$ cat config.mk
export PLATFORM = sky130hd
export DESIGN_NAME = lamp_menu_tick_controller
export DESIGN_NICKNAME = d
export VERILOG_FILES = /design/src/hdl/lmtc_pkg.sv /design/src/hdl/lamp_menu_tick_controller.sv
export SDC_FILE = /design/constraint.sdc
export NUM_CORES = 1
export LEC_CHECK = 0
export BUFFER_PORTS_ARGS = -buffer_cell sky130_fd_sc_hd__buf_2
export CORE_MARGIN = 10
export CORE_UTILIZATION = 44
export CTS_CLUSTER_DIAMETER = 50
export DETAILED_ROUTE_END_ITERATION = 7
export GPL_TIMING_DRIVEN = 0
export MAX_ROUTING_LAYER = met4
export PLACE_DENSITY = 0.65
export SYNTH_ARGS = -nofsm -noshare
export SYNTH_HDL_FRONTEND = slang
export SYNTH_SLANG_ARGS = --single-unit
$ cat constraint.sdc
create_clock -name clk -period 10.9 [get_ports clk]
set_input_delay 0.545 -clock clk [delete_from_list [all_inputs] [get_ports clk]]
set_output_delay 0.545 -clock clk [all_outputs]
set_load 0.05 [all_outputs]
$ cat src/hdl/lmtc_pkg.sv
package lmtc_pkg;

  localparam int unsigned CfgAddrWidth = 5;

  typedef enum logic [2:0] {
    REG_KEY_PERIOD    = 3'd0,
    REG_BLINK_PERIOD  = 3'd1,
    REG_LAMP_PERIOD   = 3'd2,
    REG_CHARGE_PERIOD = 3'd3,
    REG_DEBOUNCE      = 3'd4,
    REG_LAMP_SECONDS  = 3'd5
  } reg_index_t;

  localparam logic [15:0] KEY_PERIOD_RST    = 16'd1;
  localparam logic [15:0] BLINK_PERIOD_RST  = 16'd1000;
  localparam logic [15:0] LAMP_PERIOD_RST   = 16'd1000;
  localparam logic [15:0] CHARGE_PERIOD_RST = 16'd500;
  localparam logic [15:0] DEBOUNCE_RST      = 16'd60;
  localparam logic [15:0] LAMP_SECONDS_RST  = 16'd600;

  localparam int unsigned TaskKey    = 0;
  localparam int unsigned TaskBlink  = 1;
  localparam int unsigned TaskLamp   = 2;
  localparam int unsigned TaskCharge = 3;
  localparam int unsigned TaskCount  = 4;

  localparam logic [2:0] CODE_INIT    = 3'd0;
  localparam logic [2:0] CODE_OPEN    = 3'd1;
  localparam logic [2:0] CODE_WHITE   = 3'd2;
  localparam logic [2:0] CODE_CLOSE   = 3'd3;
  localparam logic [2:0] CODE_STANDBY = 3'd4;

  typedef enum logic [4:0] {
    MENU_INIT    = 5'b00001,
    MENU_OPEN    = 5'b00010,
    MENU_WHITE   = 5'b00100,
    MENU_CLOSE   = 5'b01000,
    MENU_STANDBY = 5'b10000
  } menu_t;

  function automatic logic [2:0] menu_code(input menu_t m);
    logic [2:0] c;
    case (m)
      MENU_INIT:    c = CODE_INIT;
      MENU_OPEN:    c = CODE_OPEN;
      MENU_WHITE:   c = CODE_WHITE;
      MENU_CLOSE:   c = CODE_CLOSE;
      MENU_STANDBY: c = CODE_STANDBY;
      default:      c = CODE_INIT;
    endcase
    return c;
  endfunction

endpackage

$ cat src/hdl/lamp_menu_tick_controller.sv
// one request per 1 ms tick, one result per request
// the result is registered in the cycle after the request is accepted
// throughput: one request per cycle, limited only by out_stall
// the combinational task dispatch path sets this rate
// rst (synchronous): config registers and task counters back to defaults, menu to init,
// work and error pins high, result register empty
module lamp_menu_tick_controller (
  input  logic                                 clk,
  input  logic                                 rst,
  input  logic                                 in_valid,
  output logic                                 in_stall,
  input  logic                                 key_level,
  input  logic                                 charging_level,
  output logic                                 out_valid,
  input  logic                                 out_stall,
  output logic                                 work_led,
  output logic                                 error_led,
  output logic                                 white_lamp,
  output logic [2:0]                           menu_state,
  input  logic                                 psel,
  input  logic                                 penable,
  input  logic                                 pwrite,
  input  logic [lmtc_pkg::CfgAddrWidth-1:0]    paddr,
  input  logic [31:0]                          pwdata,
  output logic [31:0]                          prdata,
  output logic                                 pready
);

  logic [15:0] key_period, blink_period, lamp_period, charge_period;
  logic [15:0] debounce_limit, lamp_on_seconds;

  logic [15:0] task_left [lmtc_pkg::TaskCount];
  logic [15:0] task_left_next [lmtc_pkg::TaskCount];
  logic [15:0] period [lmtc_pkg::TaskCount];
  logic [lmtc_pkg::TaskCount-1:0] task_pending, task_pending_next;

  lmtc_pkg::menu_t menu_mode, menu_mode_next;
  logic        previous_key, previous_charge, previous_charge_next;
  logic [15:0] press_ticks, press_ticks_next;
  logic        press_latched, press_latched_next;
  logic        blink_enabled, blink_enabled_next;
  logic        blink_phase, blink_phase_next;
  logic        work_pin, work_pin_next;
  logic        error_pin, error_pin_next;
  logic        lamp_request, lamp_request_next;
  logic [15:0] lamp_seconds_left, lamp_seconds_left_next;
  logic        lamp_on, lamp_on_next;

  logic in_accept;
  logic cfg_write;
  logic [2:0] reg_sel;
  logic press;

  assign pready    = 1'b1;
  assign cfg_write = psel & penable & pwrite;
  assign reg_sel   = paddr[4:2];
  assign in_stall  = out_valid & out_stall;
  assign in_accept = in_valid & ~in_stall;

  assign period[lmtc_pkg::TaskKey]    = key_period;
  assign period[lmtc_pkg::TaskBlink]  = blink_period;
  assign period[lmtc_pkg::TaskLamp]   = lamp_period;
  assign period[lmtc_pkg::TaskCharge] = charge_period;

  // config registers
  always_ff @(posedge clk) begin
    if (rst) begin
      key_period      <= lmtc_pkg::KEY_PERIOD_RST;
      blink_period    <= lmtc_pkg::BLINK_PERIOD_RST;
      lamp_period     <= lmtc_pkg::LAMP_PERIOD_RST;
      charge_period   <= lmtc_pkg::CHARGE_PERIOD_RST;
      debounce_limit  <= lmtc_pkg::DEBOUNCE_RST;
      lamp_on_seconds <= lmtc_pkg::LAMP_SECONDS_RST;
    end else if (cfg_write) begin
      case (reg_sel)
        lmtc_pkg::REG_KEY_PERIOD:    key_period      <= pwdata[15:0];
        lmtc_pkg::REG_BLINK_PERIOD:  blink_period    <= pwdata[15:0];
        lmtc_pkg::REG_LAMP_PERIOD:   lamp_period     <= pwdata[15:0];
        lmtc_pkg::REG_CHARGE_PERIOD: charge_period   <= pwdata[15:0];
        lmtc_pkg::REG_DEBOUNCE:      debounce_limit  <= pwdata[15:0];
        lmtc_pkg::REG_LAMP_SECONDS:  lamp_on_seconds <= pwdata[15:0];
        default: ;
      endcase
    end
  end

  always_comb begin
    case (reg_sel)
      lmtc_pkg::REG_KEY_PERIOD:    prdata = {16'd0, key_period};
      lmtc_pkg::REG_BLINK_PERIOD:  prdata = {16'd0, blink_period};
      lmtc_pkg::REG_LAMP_PERIOD:   prdata = {16'd0, lamp_period};
      lmtc_pkg::REG_CHARGE_PERIOD: prdata = {16'd0, charge_period};
      lmtc_pkg::REG_DEBOUNCE:      prdata = {16'd0, debounce_limit};
      lmtc_pkg::REG_LAMP_SECONDS:  prdata = {16'd0, lamp_on_seconds};
      default:                     prdata = 32'd0;
    endcase
  end

  // one tick: wake, counters, dispatch
  always_comb begin
    menu_mode_next         = menu_mode;
    task_pending_next      = task_pending;
    press_ticks_next       = press_ticks;
    press_latched_next     = press_latched;
    blink_enabled_next     = blink_enabled;
    blink_phase_next       = blink_phase;
    work_pin_next          = work_pin;
    error_pin_next         = error_pin;
    lamp_request_next      = lamp_request;
    lamp_seconds_left_next = lamp_seconds_left;
    lamp_on_next           = lamp_on;
    previous_charge_next   = previous_charge;
    press                  = 1'b0;

    if (previous_key && !key_level &&
        (menu_mode == lmtc_pkg::MENU_CLOSE || menu_mode == lmtc_pkg::MENU_STANDBY)) begin
      menu_mode_next = lmtc_pkg::MENU_INIT;
    end

    for (int i = 0; i < lmtc_pkg::TaskCount; i++) begin
      task_left_next[i] = task_left[i] - 16'd1;
      if (task_left_next[i] == 16'd0) begin
        task_left_next[i]    = period[i];
        task_pending_next[i] = 1'b1;
      end
    end

    if (menu_mode_next != lmtc_pkg::MENU_STANDBY) begin
      if (task_pending_next[lmtc_pkg::TaskKey]) begin
        task_pending_next[lmtc_pkg::TaskKey] = 1'b0;
        if (!key_level) begin
          if (!press_latched) begin
            press_ticks_next = press_ticks + 16'd1;
            if (press_ticks_next >= debounce_limit) begin
              press_latched_next = 1'b1;
              press              = 1'b1;
            end
          end
        end else begin
          press_ticks_next   = 16'd0;
          press_latched_next = 1'b0;
        end

        if (press) begin
          case (menu_mode_next)
            lmtc_pkg::MENU_INIT: begin
              menu_mode_next     = lmtc_pkg::MENU_OPEN;
              blink_enabled_next = 1'b1;
            end
            lmtc_pkg::MENU_OPEN: begin
              menu_mode_next     = lmtc_pkg::MENU_WHITE;
              lamp_request_next  = 1'b1;
              blink_enabled_next = 1'b1;
            end
            lmtc_pkg::MENU_WHITE: begin
              menu_mode_next     = lmtc_pkg::MENU_CLOSE;
              blink_enabled_next = 1'b0;
              lamp_on_next       = 1'b0;
              work_pin_next      = 1'b0;
            end
            default: begin
              menu_mode_next     = lmtc_pkg::MENU_OPEN;
              blink_enabled_next = 1'b1;
            end
          endcase
        end

        // init after a key step: work pin goes high; error is driven low just below
        if (menu_mode_next == lmtc_pkg::MENU_INIT) begin
          work_pin_next = 1'b1;
        end
      end

      error_pin_next = 1'b0;

      if (menu_mode_next == lmtc_pkg::MENU_CLOSE) begin
        menu_mode_next = lmtc_pkg::MENU_STANDBY;
      end else begin
        if (task_pending_next[lmtc_pkg::TaskBlink]) begin
          task_pending_next[lmtc_pkg::TaskBlink] = 1'b0;
          if (blink_enabled_next) begin
            work_pin_next    = ~blink_phase;
            blink_phase_next = ~blink_phase;
          end
        end

        if (task_pending_next[lmtc_pkg::TaskLamp]) begin
          task_pending_next[lmtc_pkg::TaskLamp] = 1'b0;
          if (lamp_request_next) begin
            lamp_request_next      = 1'b0;
            lamp_seconds_left_next = lamp_on_seconds;
            lamp_on_next           = 1'b1;
          end
          if (lamp_seconds_left_next != 16'd0) begin
            lamp_seconds_left_next = lamp_seconds_left_next - 16'd1;
            if (lamp_seconds_left_next == 16'd0) begin
              lamp_on_next = 1'b0;
            end
          end
        end

        if (task_pending_next[lmtc_pkg::TaskCharge]) begin
          task_pending_next[lmtc_pkg::TaskCharge] = 1'b0;
          if (menu_mode_next != lmtc_pkg::MENU_INIT) begin
            if (previous_charge && !charging_level) begin
              lamp_request_next = 1'b1;
            end
            previous_charge_next = charging_level;
          end
        end
      end
    end
  end

  always_ff @(posedge clk) begin
    if (rst) begin
      task_left[lmtc_pkg::TaskKey]    <= lmtc_pkg::KEY_PERIOD_RST;
      task_left[lmtc_pkg::TaskBlink]  <= lmtc_pkg::BLINK_PERIOD_RST;
      task_left[lmtc_pkg::TaskLamp]   <= lmtc_pkg::LAMP_PERIOD_RST;
      task_left[lmtc_pkg::TaskCharge] <= lmtc_pkg::CHARGE_PERIOD_RST;
      task_pending      <= '0;
      menu_mode         <= lmtc_pkg::MENU_INIT;
      previous_key      <= 1'b1;
      previous_charge   <= 1'b1;
      press_ticks       <= 16'd0;
      press_latched     <= 1'b0;
      blink_enabled     <= 1'b0;
      blink_phase       <= 1'b0;
      work_pin          <= 1'b1;
      error_pin         <= 1'b1;
      lamp_request      <= 1'b0;
      lamp_seconds_left <= 16'd0;
      lamp_on           <= 1'b0;
    end else if (in_accept) begin
      for (int i = 0; i < lmtc_pkg::TaskCount; i++) begin
        task_left[i] <= task_left_next[i];
      end
      task_pending      <= task_pending_next;
      menu_mode         <= menu_mode_next;
      previous_key      <= key_level;
      previous_charge   <= previous_charge_next;
      press_ticks       <= press_ticks_next;
      press_latched     <= press_latched_next;
      blink_enabled     <= blink_enabled_next;
      blink_phase       <= blink_phase_next;
      work_pin          <= work_pin_next;
      error_pin         <= error_pin_next;
      lamp_request      <= lamp_request_next;
      lamp_seconds_left <= lamp_seconds_left_next;
      lamp_on           <= lamp_on_next;
    end
  end

  // result register
  always_ff @(posedge clk) begin
    if (rst) begin
      out_valid <= 1'b0;
    end else if (in_accept) begin
      out_valid <= 1'b1;
    end else if (!out_stall) begin
      out_valid <= 1'b0;
    end
  end

  always_ff @(posedge clk) begin
    if (in_accept) begin
      work_led   <= work_pin_next;
      error_led  <= error_pin_next;
      white_lamp <= lamp_on_next;
      menu_state <= lmtc_pkg::menu_code(menu_mode_next);
    end
  end

  a_request_gives_result: assert property (@(posedge clk) disable iff (rst)
    in_valid && !in_stall |=> out_valid)
    else $error("accepted request produced no result");

  a_close_is_transient: assert property (@(posedge clk) disable iff (rst)
    out_valid |-> menu_state != lmtc_pkg::CODE_CLOSE)
    else $error("close mode visible in a result");

  a_standby_lamp_off: assert property (@(posedge clk) disable iff (rst)
    out_valid && menu_state == lmtc_pkg::CODE_STANDBY |-> !white_lamp)
    else $error("white lamp lit in standby");

  a_error_low_when_active: assert property (@(posedge clk) disable iff (rst)
    out_valid && menu_state != lmtc_pkg::CODE_STANDBY |-> !error_led)
    else $error("error led high outside standby");

endmodule
==> metrics <==
post-route ant nets 0; Highest Signal Layer met4; final-stage net count 1635; sequential area share after synthesis 0.417; drt wl/cell 20.6 um; number of synthesized register bits 217; Critical Path Source press_ticks[0]$_SDFFE_PP0P_; peak fanout along the critical path 10; Boundary Pins 87; setup violators final 0; asr flop ratio synth 0; CTS buffer count 30; EDFF count, synth 70; CP Buf/Inv Count 3; critical path depth 26; R2R depth 26; clock root buffer clkbuf_16; Worst slew margin 0.0941; Synth cell types 77; Rows 60; global-route wire length before repair 60700 um; Gate Count Post-Synth 1466; CORE AREA 27000 um^2; final wirelength 39700 um; TNS Setup 0 ns; top cells by area, synth dfxtp_1 24%, edfxtp_1 17%, nand2_1 8.5%, a21oi_1 6.4%, nor2_1 4.4%; pwr dens 151 nW/um^2; CTS sink count 217; worst endpoint data arrival time 7.23 ns; met2 routed WL 17800 um; worst r2r dst white_lamp$_DFFE_PP_; share of cells above drive strength 1 0.0970; switch share 0.260; dominant synthesized flop cell dfxtp_1; Syn-to-layout area delta 15.1%; CP peak stage delay 0.52 ns; GRT overflow 0; cts repair resizes 0; TritonRoute pass-1 iters 6; initial antenna violation count 0; Clk pwr share 0.494; Fmax 144 MHz; Synth Area per Inst 8.25 um^2; maxcap violations 0; CP Data Required Time 11.19 ns; Worst Setup EP white_lamp$_DFFE_PP_; outcome finished clean; Layout Skew 0.0202 ns; die width 186 um; worst IR drop on VDD 121 uV; fillcell total 2556; startpoint types register; TritonCTS clock tree built; GPL Wtd Cong 1.00; Layout Utilization 0.515; overall global routing resource usage 0.233; RSZ-0062 raised after global routing no; DRT iter0 DRCs 1173; Die Ht 186 um; clock tree buffer depth 3; vias in the first global route 10500; Hold WC Path Type input port to register; final period utilization 0.637; Residual DRC 0; DPL Wire Length 29300 um; Mapped Area 12100 um^2; largest net degree at the start of global routing 66; Die Area 34500 um^2; sw power 0.547 mW; Period minus WS final 6.95 ns; combinational share of power 0.089; crit end category register; Critical R2R Launch press_ticks[0]$_SDFFE_PP0P_; Starting Density 0.448; wire length on met1 16800 um; Final Hold Viols 0; Ant. Diodes 0; mean number of vias per cell 5.82; clock slew at reported path FFs 0.06 ns; top-area cell type share of the netlist area 0.243; Post-CTS Setup Bufs 0; Power Internal 1.56 mW; met3 routed WL 3410 um; worst-margin pin slew 1.36 ns; worst-skew pair later-pin latency 0.56 ns; Clock H-tree levels 1; Yosys top cell by area dfxtp_1; final slew viol count 0; Leakage Power 5.16 nW; sequential power share 0.418; yosys warns 0; input/output buffers 50; Crit-path slowest cell or4_1; cts hold-fix bufs 0; Top Family by Delay on Critical Path simple AND/OR/NAND/NOR gates; R2R setup slack 3.95 ns; vias 11200; Crit Path Class register to register
==> power by group through the flow <==
stage               Combinational (mW)  Sequential, mW  Clock (mW)
floorplan                        0.123           0.894           0
global placement                 0.181           0.896           0
detailed placement               0.183           0.896           0
CTS                              0.184           0.879        1.05
global route                     0.201           0.882        1.09
finish                           0.187           0.880        1.04
==> state kept, by name, summed over array words and instances (netlist names), 3 cells and up <==
name	flops
debounce_limit	16
task_pending	4
key_period	16
task_left	64
charge_period	16
menu_state	3
lamp_on_seconds	16
menu_mode	5
press_ticks	16
lamp_period	16
lamp_seconds_left	16
blink_period	16
==> how the worst min path moves through the flow <==
stage                                start                     end  slack, ns  depth (start not counted)
floorplan           error_pin$_SDFFE_PP1P_  error_pin$_SDFFE_PP1P_       0.42                          1
global placement    error_pin$_SDFFE_PP1P_  error_pin$_SDFFE_PP1P_       0.43                          1
detailed placement  error_pin$_SDFFE_PP1P_  error_pin$_SDFFE_PP1P_       0.44                          1
CTS                               in_valid  out_valid$_SDFFE_PP0P_       0.21                          3
global route                      in_valid  out_valid$_SDFFE_PP0P_       0.28                          3
finish                            in_valid  out_valid$_SDFFE_PP0P_       0.22                          3
==> worst reg2reg max path, cell delays in order, from the launching register on <==
cell	delay [ns]
dfxtp_1	0.40
ha_1	0.24
and3_1	0.25
and3_1	0.17
clkbuf_1	0.20
and3_1	0.19
clkbuf_1	0.21
nand3_1	0.13
xnor2_1	0.27
ha_1	0.31
a21oi_1	0.14
a21boi_0	0.10
a2111o_1	0.43
and2_1	0.24
a31o_4	0.27
buf_2	0.20
mux2i_1	0.23
ha_1	0.24
nand2_1	0.10
or3_1	0.38
or4_1	0.52
or3_1	0.40
nor2_1	0.13
o2111ai_1	0.15
o31a_1	0.29
o31ai_1	0.34
a21oi_1	0.16
==> cell usage after synthesis (all sizes together) (8+ instances only) <==
library cell  count
ha               26
o21ai            30
inv              33
or3              16
nor3             32
nand3b           38
nor2            143
xor2             52
nor4             25
a211o             8
buf              27
edfxtp           70
a21oi           157
clkbuf           76
nand3            52
and3             18
and2             10
xnor2            30
or4               8
mux2i            11
o211ai            8
a22oi            63
dfxtp           147
nand4            16
nand2           273
==> kinds of logic (layout without fill, tap and decap cells) <==
family / Yosys count / after routing / share of synthesized area
simple gates: 668 / 668 / 0.267
buf+inv: 136 / 242 / 0.0488
fa+ha+maj: 26 / 26 / 0.0269
other cells: 2 / 17 / 0.000621
mux: 12 / 12 / 0.0100
flops: 217 / 217 / 0.417
xor+xnor: 82 / 82 / 0.0606
compound gates: 323 / 323 / 0.169
==> layout by cell type, fill, tap and decap left out, types with 20 or more instances in the layout <==
master / count
nand2_1: 273
clkbuf_1: 80
ha_1: 26
edfxtp_1: 70
xor2_1: 52
clkbuf_16: 34
buf_4: 20
inv_1: 32
nand3b_1: 38
nor4_1: 20
a22oi_1: 63
dfxtp_1: 147
xnor2_1: 28
a21oi_1: 155
nand3_1: 51
nor2_1: 143
o21ai_0: 28
buf_2: 54
nor3_1: 30
==> routing by layer <==
| layer | GRT usage | vias to the layer above |
|---|---|---|
| met2 | 0.355 | 445 |
| met1 | 0.302 | 5305 |
| met4 | 0.101 | 0 |
| li1 | - | 5374 |
| met5 | - | - |
| met3 | 0.0367 | 103 |
==> final cells by class <==
class	count	area, um^2	share of cell area
multi-input cells	1128	6520	0.469
flip-flops and latches	217	5040	0.362
clock buffers	44	942	0.0677
plain buffers	103	467	0.0335
well taps	341	427	0.0307
repair buffers	50	250	0.0180
clock inverters	12	138	0.00989
inverters	33	126	0.00908
==> stage by stage <==
stage | instance area [um^2] | setup slack [ns] | power, mW | hold slack [ns] | instances
after global routing | 13900 | 3.56 | 2.17 | 0.281 | 1928
final | 13900 | 3.95 | 2.11 | 0.223 | 1928
after global placement | 12800 | 4.02 | 1.08 | 0.428 | 1872
after detailed placement | 12800 | 4.03 | 1.08 | 0.435 | 1872
after floorplan | 12200 | 4.94 | 1.02 | 0.418 | 1481
after CTS | 13900 | 4.02 | 2.12 | 0.208 | 1928
Power figures use the tool's default switching activity.
